==> src/sv/cmfta_pkg.sv <==
package cmfta_pkg;

    localparam int DEF_MAX_FACE_SIZE = 4096;
    localparam int DEF_DIR_BITS      = 16;

    localparam int CFG_W     = 13;
    localparam int CFG_IDX_W = 2;

    localparam logic [CFG_IDX_W-1:0] CFG_MAPS_LOADED = 2'd0;
    localparam logic [CFG_IDX_W-1:0] CFG_FACE_WIDTH  = 2'd1;
    localparam logic [CFG_IDX_W-1:0] CFG_FACE_HEIGHT = 2'd2;

    typedef enum logic [2:0] {
        FACE_NEGX = 3'd0,
        FACE_NEGY = 3'd1,
        FACE_NEGZ = 3'd2,
        FACE_POSX = 3'd3,
        FACE_POSY = 3'd4,
        FACE_POSZ = 3'd5
    } t_face;

    typedef struct packed {
        logic  valid;
        logic  hit;
        t_face face;
    } t_ctl;

endpackage

==> src/sv/cmfta_front.sv <==
module cmfta_front
    import cmfta_pkg::*;
#(
    parameter int DW = DEF_DIR_BITS
) (
    input  logic          i_clk,
    input  logic          i_rst_n,
    input  logic          i_en,
    input  logic          i_valid,
    input  logic          i_loaded,
    input  logic [DW-1:0] i_dir_x,
    input  logic [DW-1:0] i_dir_y,
    input  logic [DW-1:0] i_dir_z,
    output t_ctl          o_ctl,
    output logic [DW:0]   o_am_x,
    output logic [DW:0]   o_am_y,
    output logic [DW-1:0] o_mag
);

    typedef enum logic [1:0] {
        AXIS_X = 2'd0,
        AXIS_Y = 2'd1,
        AXIS_Z = 2'd2
    } t_axis;

    logic [DW-1:0] mx, my, mz, m01, m;
    logic          sel_y, sel_z, sign_major;
    t_axis         axis;
    t_face         face;
    logic signed [DW:0]   sx, sy, sz, a, b;
    logic signed [DW+1:0] sum_a, sum_b, m_ext;

    t_ctl          r_ctl;
    logic [DW:0]   r_am_x, r_am_y;
    logic [DW-1:0] r_mag;

    always_comb begin
        mx = i_dir_x[DW-1] ? (~i_dir_x + DW'(1)) : i_dir_x;
        my = i_dir_y[DW-1] ? (~i_dir_y + DW'(1)) : i_dir_y;
        mz = i_dir_z[DW-1] ? (~i_dir_z + DW'(1)) : i_dir_z;
        sel_y = my > mx;
        m01   = sel_y ? my : mx;
        sel_z = mz > m01;
        m     = sel_z ? mz : m01;
        if (sel_z) begin
            axis       = AXIS_Z;
            sign_major = i_dir_z[DW-1];
        end else if (sel_y) begin
            axis       = AXIS_Y;
            sign_major = i_dir_y[DW-1];
        end else begin
            axis       = AXIS_X;
            sign_major = i_dir_x[DW-1];
        end
    end

    always_comb begin
        case (axis)
            AXIS_X:  face = sign_major ? FACE_NEGX : FACE_POSX;
            AXIS_Y:  face = sign_major ? FACE_NEGY : FACE_POSY;
            AXIS_Z:  face = sign_major ? FACE_NEGZ : FACE_POSZ;
            default: face = FACE_NEGX;
        endcase
    end

    always_comb begin
        sx = $signed({i_dir_x[DW-1], i_dir_x});
        sy = $signed({i_dir_y[DW-1], i_dir_y});
        sz = $signed({i_dir_z[DW-1], i_dir_z});
        case (face)
            FACE_NEGX: begin a = sz;  b = -sy; end
            FACE_NEGY: begin a = sx;  b = -sz; end
            FACE_NEGZ: begin a = sx;  b = sy;  end
            FACE_POSX: begin a = -sz; b = -sy; end
            FACE_POSY: begin a = sx;  b = sz;  end
            default:   begin a = sx;  b = -sy; end
        endcase
        m_ext = $signed({2'b00, m});
        sum_a = (DW+2)'(a) + m_ext;
        sum_b = (DW+2)'(b) + m_ext;
    end

    always_ff @(posedge i_clk) begin
        if (!i_rst_n) begin
            r_ctl.valid <= 1'b0;
        end else if (i_en) begin
            r_ctl.valid <= i_valid;
        end
        if (i_en) begin
            r_ctl.hit  <= i_loaded && (m != '0);
            r_ctl.face <= face;
            r_am_x     <= sum_a[DW:0];
            r_am_y     <= sum_b[DW:0];
            r_mag      <= m;
        end
    end

    assign o_ctl  = r_ctl;
    assign o_am_x = r_am_x;
    assign o_am_y = r_am_y;
    assign o_mag  = r_mag;

endmodule

==> src/sv/cmfta_mul.sv <==
module cmfta_mul
    import cmfta_pkg::*;
#(
    parameter int DW            = DEF_DIR_BITS,
    parameter int MAX_FACE_SIZE = DEF_MAX_FACE_SIZE,
    parameter int SZ_W          = 13,
    parameter int NW            = 30
) (
    input  logic             i_clk,
    input  logic             i_en,
    input  logic             i_rst_n,
    input  t_ctl             i_ctl,
    input  logic [DW:0]      i_am_x,
    input  logic [DW:0]      i_am_y,
    input  logic [DW-1:0]    i_mag,
    input  logic [CFG_W-1:0] i_width,
    input  logic [CFG_W-1:0] i_height,
    output t_ctl             o_ctl,
    output logic [NW-1:0]    o_num_x,
    output logic [NW-1:0]    o_num_y,
    output logic [DW:0]      o_den,
    output logic [SZ_W-1:0]  o_size_x,
    output logic [SZ_W-1:0]  o_size_y
);

    function automatic logic [SZ_W-1:0] eff_size(input logic [CFG_W-1:0] r);
        logic [SZ_W-1:0] s;
        if (r == '0) begin
            s = SZ_W'(1);
        end else if (32'(r) > MAX_FACE_SIZE) begin
            s = SZ_W'(MAX_FACE_SIZE);
        end else begin
            s = SZ_W'(r);
        end
        return s;
    endfunction

    logic [SZ_W-1:0] size_x, size_y;

    t_ctl            r_ctl;
    logic [NW-1:0]   r_num_x, r_num_y;
    logic [DW:0]     r_den;
    logic [SZ_W-1:0] r_size_x, r_size_y;

    assign size_x = eff_size(i_width);
    assign size_y = eff_size(i_height);

    always_ff @(posedge i_clk) begin
        if (!i_rst_n) begin
            r_ctl.valid <= 1'b0;
        end else if (i_en) begin
            r_ctl.valid <= i_ctl.valid;
        end
        if (i_en) begin
            r_ctl.hit  <= i_ctl.hit;
            r_ctl.face <= i_ctl.face;
            r_num_x    <= NW'(i_am_x) * NW'(size_x);
            r_num_y    <= NW'(i_am_y) * NW'(size_y);
            r_den      <= {i_mag, 1'b0};
            r_size_x   <= size_x;
            r_size_y   <= size_y;
        end
    end

    assign o_ctl    = r_ctl;
    assign o_num_x  = r_num_x;
    assign o_num_y  = r_num_y;
    assign o_den    = r_den;
    assign o_size_x = r_size_x;
    assign o_size_y = r_size_y;

endmodule

==> src/sv/cmfta_div_cell.sv <==
module cmfta_div_cell
    import cmfta_pkg::*;
#(
    parameter int NW    = 30,
    parameter int DEN_W = 17,
    parameter int QW    = 13,
    parameter int BIT   = 0
) (
    input  logic             i_clk,
    input  logic             i_rst_n,
    input  logic             i_en,
    input  t_ctl             i_ctl,
    input  logic [NW-1:0]    i_rem_x,
    input  logic [NW-1:0]    i_rem_y,
    input  logic [QW-1:0]    i_q_x,
    input  logic [QW-1:0]    i_q_y,
    input  logic [DEN_W-1:0] i_den,
    input  logic [QW-1:0]    i_size_x,
    input  logic [QW-1:0]    i_size_y,
    output t_ctl             o_ctl,
    output logic [NW-1:0]    o_rem_x,
    output logic [NW-1:0]    o_rem_y,
    output logic [QW-1:0]    o_q_x,
    output logic [QW-1:0]    o_q_y,
    output logic [DEN_W-1:0] o_den,
    output logic [QW-1:0]    o_size_x,
    output logic [QW-1:0]    o_size_y
);

    logic [NW-1:0] dsh;
    logic          ge_x, ge_y;

    t_ctl             r_ctl;
    logic [NW-1:0]    r_rem_x, r_rem_y;
    logic [QW-1:0]    r_q_x, r_q_y;
    logic [DEN_W-1:0] r_den;
    logic [QW-1:0]    r_size_x, r_size_y;

    // one restoring step: quotient bit BIT for both coordinates
    assign dsh  = NW'(i_den) << BIT;
    assign ge_x = i_rem_x >= dsh;
    assign ge_y = i_rem_y >= dsh;

    always_ff @(posedge i_clk) begin
        if (!i_rst_n) begin
            r_ctl.valid <= 1'b0;
        end else if (i_en) begin
            r_ctl.valid <= i_ctl.valid;
        end
        if (i_en) begin
            r_ctl.hit  <= i_ctl.hit;
            r_ctl.face <= i_ctl.face;
            r_rem_x    <= ge_x ? (i_rem_x - dsh) : i_rem_x;
            r_rem_y    <= ge_y ? (i_rem_y - dsh) : i_rem_y;
            r_q_x      <= i_q_x | (QW'(ge_x) << BIT);
            r_q_y      <= i_q_y | (QW'(ge_y) << BIT);
            r_den      <= i_den;
            r_size_x   <= i_size_x;
            r_size_y   <= i_size_y;
        end
    end

    assign o_ctl    = r_ctl;
    assign o_rem_x  = r_rem_x;
    assign o_rem_y  = r_rem_y;
    assign o_q_x    = r_q_x;
    assign o_q_y    = r_q_y;
    assign o_den    = r_den;
    assign o_size_x = r_size_x;
    assign o_size_y = r_size_y;

endmodule

==> src/sv/cubemap_face_texel_address_top.sv <==
// Cube map face select and texel addressing. Each direction transfer yields
// exactly one result transfer, in order, at one transfer per clock while
// s_axis_tready is high. The pipeline registers are one for major-axis pick
// and projection, one for the size multiply, one divider cell per quotient
// bit, and the output register. A skid register behind the output absorbs a
// result when the sink stalls; input tready drops only while that skid
// register is full. Write the config registers only while the pipeline is
// empty. m_axis_tuser is the hit flag; on a miss the face and texel fields
// are zero.
module cubemap_face_texel_address_top
    import cmfta_pkg::*;
#(
    parameter int MAX_FACE_SIZE = DEF_MAX_FACE_SIZE,
    parameter int DIR_BITS      = DEF_DIR_BITS
) (
    input  logic                                    i_clk,
    input  logic                                    i_rst_n,
    input  logic                                    s_axis_tvalid,
    output logic                                    s_axis_tready,
    // dir_x, dir_y, dir_z
    input  logic [((3*DIR_BITS+7)/8)*8-1:0]         s_axis_tdata,
    output logic                                    m_axis_tvalid,
    input  logic                                    m_axis_tready,
    // face, texel_x, texel_y
    output logic [((3+2*((MAX_FACE_SIZE>1)?$clog2(MAX_FACE_SIZE):1)+7)/8)*8-1:0]
                                                    m_axis_tdata,
    // hit
    output logic                                    m_axis_tuser,
    input  logic                                    i_cfg_we,
    input  logic [CFG_IDX_W-1:0]                    i_cfg_idx,
    input  logic [CFG_W-1:0]                        i_cfg_data
);

    localparam int DW    = DIR_BITS;
    localparam int SZ_W  = $clog2(MAX_FACE_SIZE+1);
    localparam int QW    = SZ_W;
    localparam int DEN_W = DW + 1;
    localparam int NW    = DW + 1 + SZ_W;
    localparam int TW    = (MAX_FACE_SIZE > 1) ? $clog2(MAX_FACE_SIZE) : 1;
    localparam int ODW   = ((3 + 2*TW + 7) / 8) * 8;

    logic             r_maps_loaded;
    logic [CFG_W-1:0] r_face_width, r_face_height;

    logic en;

    t_ctl          f_ctl;
    logic [DW:0]   f_am_x, f_am_y;
    logic [DW-1:0] f_mag;

    t_ctl             c_ctl    [0:QW];
    logic [NW-1:0]    c_rem_x  [0:QW];
    logic [NW-1:0]    c_rem_y  [0:QW];
    logic [QW-1:0]    c_q_x    [0:QW];
    logic [QW-1:0]    c_q_y    [0:QW];
    logic [DEN_W-1:0] c_den    [0:QW];
    logic [QW-1:0]    c_size_x [0:QW];
    logic [QW-1:0]    c_size_y [0:QW];

    logic [QW-1:0]  tx_c, ty_c;
    logic [ODW-1:0] n_data;
    logic           n_user;
    logic           push, pop;

    logic           r_out_valid, r_skid_valid;
    logic [ODW-1:0] r_out_data, r_skid_data;
    logic           r_out_user, r_skid_user;

    always_ff @(posedge i_clk) begin
        if (!i_rst_n) begin
            r_maps_loaded <= 1'b0;
            r_face_width  <= CFG_W'(1);
            r_face_height <= CFG_W'(1);
        end else if (i_cfg_we) begin
            case (i_cfg_idx)
                CFG_MAPS_LOADED: r_maps_loaded <= i_cfg_data[0];
                CFG_FACE_WIDTH:  r_face_width  <= i_cfg_data;
                CFG_FACE_HEIGHT: r_face_height <= i_cfg_data;
                default:         ;
            endcase
        end
    end

    assign en            = !r_skid_valid;
    assign s_axis_tready = en;

    cmfta_front #(
        .DW (DW)
    ) u_front (
        .i_clk    (i_clk),
        .i_rst_n  (i_rst_n),
        .i_en     (en),
        .i_valid  (s_axis_tvalid),
        .i_loaded (r_maps_loaded),
        .i_dir_x  (s_axis_tdata[DW-1:0]),
        .i_dir_y  (s_axis_tdata[2*DW-1:DW]),
        .i_dir_z  (s_axis_tdata[3*DW-1:2*DW]),
        .o_ctl    (f_ctl),
        .o_am_x   (f_am_x),
        .o_am_y   (f_am_y),
        .o_mag    (f_mag)
    );

    cmfta_mul #(
        .DW            (DW),
        .MAX_FACE_SIZE (MAX_FACE_SIZE),
        .SZ_W          (SZ_W),
        .NW            (NW)
    ) u_mul (
        .i_clk    (i_clk),
        .i_en     (en),
        .i_rst_n  (i_rst_n),
        .i_ctl    (f_ctl),
        .i_am_x   (f_am_x),
        .i_am_y   (f_am_y),
        .i_mag    (f_mag),
        .i_width  (r_face_width),
        .i_height (r_face_height),
        .o_ctl    (c_ctl[0]),
        .o_num_x  (c_rem_x[0]),
        .o_num_y  (c_rem_y[0]),
        .o_den    (c_den[0]),
        .o_size_x (c_size_x[0]),
        .o_size_y (c_size_y[0])
    );

    assign c_q_x[0] = '0;
    assign c_q_y[0] = '0;

    for (genvar k = 0; k < QW; k++) begin : g_cell
        cmfta_div_cell #(
            .NW    (NW),
            .DEN_W (DEN_W),
            .QW    (QW),
            .BIT   (QW - 1 - k)
        ) u_cell (
            .i_clk    (i_clk),
            .i_rst_n  (i_rst_n),
            .i_en     (en),
            .i_ctl    (c_ctl[k]),
            .i_rem_x  (c_rem_x[k]),
            .i_rem_y  (c_rem_y[k]),
            .i_q_x    (c_q_x[k]),
            .i_q_y    (c_q_y[k]),
            .i_den    (c_den[k]),
            .i_size_x (c_size_x[k]),
            .i_size_y (c_size_y[k]),
            .o_ctl    (c_ctl[k+1]),
            .o_rem_x  (c_rem_x[k+1]),
            .o_rem_y  (c_rem_y[k+1]),
            .o_q_x    (c_q_x[k+1]),
            .o_q_y    (c_q_y[k+1]),
            .o_den    (c_den[k+1]),
            .o_size_x (c_size_x[k+1]),
            .o_size_y (c_size_y[k+1])
        );
    end

    // clamp the far edge, zero everything on a miss
    always_comb begin
        tx_c = (c_q_x[QW] >= c_size_x[QW]) ? (c_size_x[QW] - QW'(1)) : c_q_x[QW];
        ty_c = (c_q_y[QW] >= c_size_y[QW]) ? (c_size_y[QW] - QW'(1)) : c_q_y[QW];
        n_user = c_ctl[QW].hit;
        if (c_ctl[QW].hit) begin
            n_data = ODW'({TW'(ty_c), TW'(tx_c), c_ctl[QW].face});
        end else begin
            n_data = '0;
        end
    end

    assign push = en && c_ctl[QW].valid;
    assign pop  = r_out_valid && m_axis_tready;

    always_ff @(posedge i_clk) begin
        if (!i_rst_n) begin
            r_out_valid  <= 1'b0;
            r_skid_valid <= 1'b0;
        end else if (r_skid_valid) begin
            if (pop) begin
                r_out_data   <= r_skid_data;
                r_out_user   <= r_skid_user;
                r_skid_valid <= 1'b0;
            end
        end else if (push) begin
            if (!r_out_valid || pop) begin
                r_out_data  <= n_data;
                r_out_user  <= n_user;
                r_out_valid <= 1'b1;
            end else begin
                r_skid_data  <= n_data;
                r_skid_user  <= n_user;
                r_skid_valid <= 1'b1;
            end
        end else if (pop) begin
            r_out_valid <= 1'b0;
        end
    end

    assign m_axis_tvalid = r_out_valid;
    assign m_axis_tdata  = r_out_data;
    assign m_axis_tuser  = r_out_user;

endmodule
==> config.mk <==
export PLATFORM = sky130hd
export DESIGN_NAME = cubemap_face_texel_address_top
export DESIGN_NICKNAME = d
export VERILOG_FILES = /design/src/sv/cmfta_pkg.sv /design/src/sv/cmfta_front.sv /design/src/sv/cmfta_mul.sv /design/src/sv/cmfta_div_cell.sv /design/src/sv/cubemap_face_texel_address_top.sv
export SDC_FILE = /design/constraint.sdc
export NUM_CORES = 2
export LEC_CHECK = 0
export BUFFER_PORTS_ARGS = -buffer_cell sky130_fd_sc_hd__clkbuf_2
export CAP_MARGIN = 20
export CORE_AREA = 2 2 335 470
export DETAILED_ROUTE_END_ITERATION = 6
export DIE_AREA = 0 0 337 472
export PLACE_DENSITY = 0.88
export SKIP_CTS_REPAIR_TIMING = 1
export SKIP_LAST_GASP = 1
export SLEW_MARGIN = 10
export SYNTH_ARGS = -nofsm -noshare
export SYNTH_HDL_FRONTEND = slang
export SYNTH_SLANG_ARGS = --single-unit
==> constraint.sdc <==
create_clock -name i_clk -period 44 [get_ports i_clk]
set_input_delay 2.2 -clock i_clk [delete_from_list [all_inputs] [get_ports i_clk]]
set_output_delay 2.2 -clock i_clk [all_outputs]
set_load 0.03 [all_outputs]
==> impl_metrics.toml <==
[outcome]
outcome = "finished, violations left"
failed_checks = "DRC"

[floorplan]
die_x_um = 337
std_cell_rows = 171
core-area_um2 = 155000
start_util_pct = 63.7
ioPinCount = 103
die_area_um2 = 159000
die_h_um = 472

[pwr]
power.density_nw_per_um2 = 84.1
ir_drop_v = 0.0000494
leakagePower_nw = 44.7

[worst_setup_path]
cpMaxStageDelayCell = "o21ai_1"
crit_type = "in -> reg"
worstSetupEndpointType = "flip-flop"
setup.worst_path.start_class = "input port"
crit_fanout = 17
slowest_delay_ns = 0.80
cp_data_arrival_time_ns = 13.14
crit_required_ns = 44.55

[cts]
ctsLongestPathBuffers = 3
clkSinkCount = 1744
numCtsBuffers = 159
tritoncts = "yes"
clk_root_buffer_cell = "clkbuf_16"
htreeDepth = 4
clk_latency_ns = 0.83
clk_pin_slew_ns = 0.07

[cells_and_area]
fin_nets = 9659
fill_cells = 10330
layout-drive-gt1-share_pct = 6.42
layout-area-overhead-vs-synth_pct = 8.62
fin_cells = 10786

[placed_design]
dp_cells = 10484
dp_hpwl_mm = 193
gp_congestion = 1.02
port_buffers = 97

[routing]
drtAntennaViolNets = 0
drt_iter0_markers = 5568
drt_pass1_iterations = 7
wl_per_cell_um = 24.0
route.detailed.drc = 4
num_vias = 65818
wl_mm = 259
drt-vias-per-instance = 6.10

[yosys]
yosys_warnings = 0
synth_largest_area_cell = "edfxtp_1"
synth.top_cell.area_share_pct = 51.8
syn-instance-count = 8436
yosys.cell_types.count = 83
synthFlopType = "edfxtp_1"
ys_ff_latch = 1744
synth_area_per_cell_um2 = 11.7
seq_area_frac_synth_pct = 52.7
ys_async_sr_fraction_pct = 0
synthTopCellsByArea = "edfxtp_1, ha_1, fa_1"
synth_common_cells = "edfxtp_1, nand2_1, inv_1"
synth-edff-count = 1700
syn_area_um2 = 98500
synth.most_common_cell = "edfxtp_1"

[timing]
max_freq_ghz = 0.0794
finalSetupTns_ns = 0
worst_pin_slew_ns = 1.15
max_slew_margin_pct = 22.3
final-hold-violation-count = 0
skew_ns = 0.0310
drv_slew = 0
setup_viol = 0
rsz0062_at_grt = "no"
min_period_ns = 12.59
timing.final.crit_share_pct = 28.6

[hold_path]
hold_path_class = "reg -> reg"

[global_routing]
grt_start_max_net_pins = 206
grt_use_met1_pct = 30.0
grt-busiest-layer = "met2"
grt.overflow.total = 0
grt_pass1_vias = 68762
use_met2_pct = 60.7
grt_pass1_wl_mm = 391
grt_use_total_pct = 33.1
grt_antenna_before_repair = 3
met3_usage_pct = 5.28

[job]
cap_violations = 0
final timing paths:
check	start	end	slack [ns]	depth (start not counted)
worst min register to register	g_cell[3].u_cell.o_size_x[8]	g_cell[4].u_cell.o_size_x[8]	0.40	0
worst max-delay path	s_axis_tdata[19]	u_front.o_am_y[16]	31.41	39
worst max register to register	r_face_height[12]	u_mul.o_num_y[28]	37.03	24
worst min-delay path	g_cell[3].u_cell.o_size_x[8]	g_cell[4].u_cell.o_size_x[8]	0.40	0
state kept, by name, summed over array words and instances (netlist names), 5 cells and up:
| name | count |
|---|---|
| u_mul.o_num_x | 30 |
| g_cell.u_cell.o_ctl | 65 |
| u_mul.o_size_y | 13 |
| r_face_height | 13 |
| g_cell.u_cell.o_den | 192 |
| u_front.o_mag | 16 |
| g_cell.u_cell.o_size_y | 169 |
| g_cell.u_cell.o_q_y | 91 |
| u_mul.o_den | 16 |
| r_skid_data | 27 |
| r_face_width | 13 |
| m_axis_tdata | 27 |
| g_cell.u_cell.o_rem_x | 360 |
| g_cell.u_cell.o_q_x | 91 |
| u_mul.o_num_y | 30 |
| g_cell.u_cell.o_size_x | 169 |
| u_front.o_am_y | 17 |
| u_front.o_ctl | 5 |
| g_cell.u_cell.o_rem_y | 360 |
| u_mul.o_ctl | 5 |
| u_mul.o_size_x | 13 |
| u_front.o_am_x | 17 |
power breakdown:
group / switching, mW / total (mW) / internal, mW
Combinational: 2.57 / 4.34 / 1.76
Sequential: 0.481 / 3.24 / 2.75
Clock: 0.634 / 1.42 / 0.787
through the flow:
step                      utilization, %  setup WS (ns)  hold WS, ns  total power [mW]  instance area [µm²]
after floorplan                        -          20.89        0.400              6.13                98500
after global placement              65.7          30.59        0.400              7.23               102000
after detailed placement            65.7          30.70        0.405              7.43               102000
after CTS                           69.1          31.51        0.395              8.91               107000
after global routing                69.2          31.00        0.394              9.54               107000
final                               69.2          31.41        0.399              8.99               107000
layout by cell type (no fill, tap or decap), drive strengths merged, types with 17 or more instances in the layout:
cell type,count
or2,34
nand2b,72
clkbuf,283
mux2,49
nor3,160
nor4,105
or4,23
a21o,136
or3,87
ha,662
a21boi,45
xnor2,305
nor2b,126
nand4b,25
and3,29
a31oi,42
o31ai,91
o21a,61
inv,801
a211o,17
nand2,915
o211ai,18
fa,356
mux2i,64
clkinv,82
o21bai,22
a211oi,31
xor2,264
nor2,480
nand3,107
and2,158
nor4b,20
dfxtp,44
edfxtp,1700
nand4,82
o21ai,424
bufinv,18
buf,103
a21oi,448
final cells by class:
| class | instances | area [µm²] | share of cell area (%) |
|---|---|---|---|
| inverter | 795 | 2990 | 2.80 |
| tap | 2076 | 2600 | 2.43 |
| clock buffer | 185 | 4120 | 3.85 |
| multi-input combinational | 5672 | 42800 | 40.0 |
| timing repair buffer | 201 | 1330 | 1.24 |
| clock inverter | 110 | 1210 | 1.13 |
| sequential | 1744 | 51900 | 48.5 |
| antenna | 3 | 7.51 | 0.00702 |
critical path: cells and delay by family:
| kind | cells | cell delay [ns] |
|---|---|---|
| simple gates | 15 | 4.33 |
| compound gates | 15 | 4.26 |
| buf+inv | 4 | 1.05 |
| fa+ha+maj | 3 | 0.97 |
| xor+xnor | 2 | 0.30 |
per-layer routing:
| layer | wire length (µm) | vias up |
|---|---|---|
| met5 | 23 | - |
| met1 | 78400 | 31594 |
| met2 | 136000 | 2735 |
| met3 | 13100 | 1180 |
| met4 | 31100 | 4 |
| li1 | - | 30305 |
cell families after synthesis:
logic type | after synthesis | synth area share [%]
flip-flops | 1744 | 52.7
adder cells (fa/ha/maj) | 1019 | 15.7
multiplexers | 113 | 1.21
XOR/XNOR | 569 | 5.06
other | 1 | 0.00381
AO/OA/AOI/OAI | 1490 | 9.34
buffers and inverters | 1024 | 3.93
AND/OR/NAND/NOR | 2476 | 12.1
No activity file was read; power rests on OpenSTA's default activity.
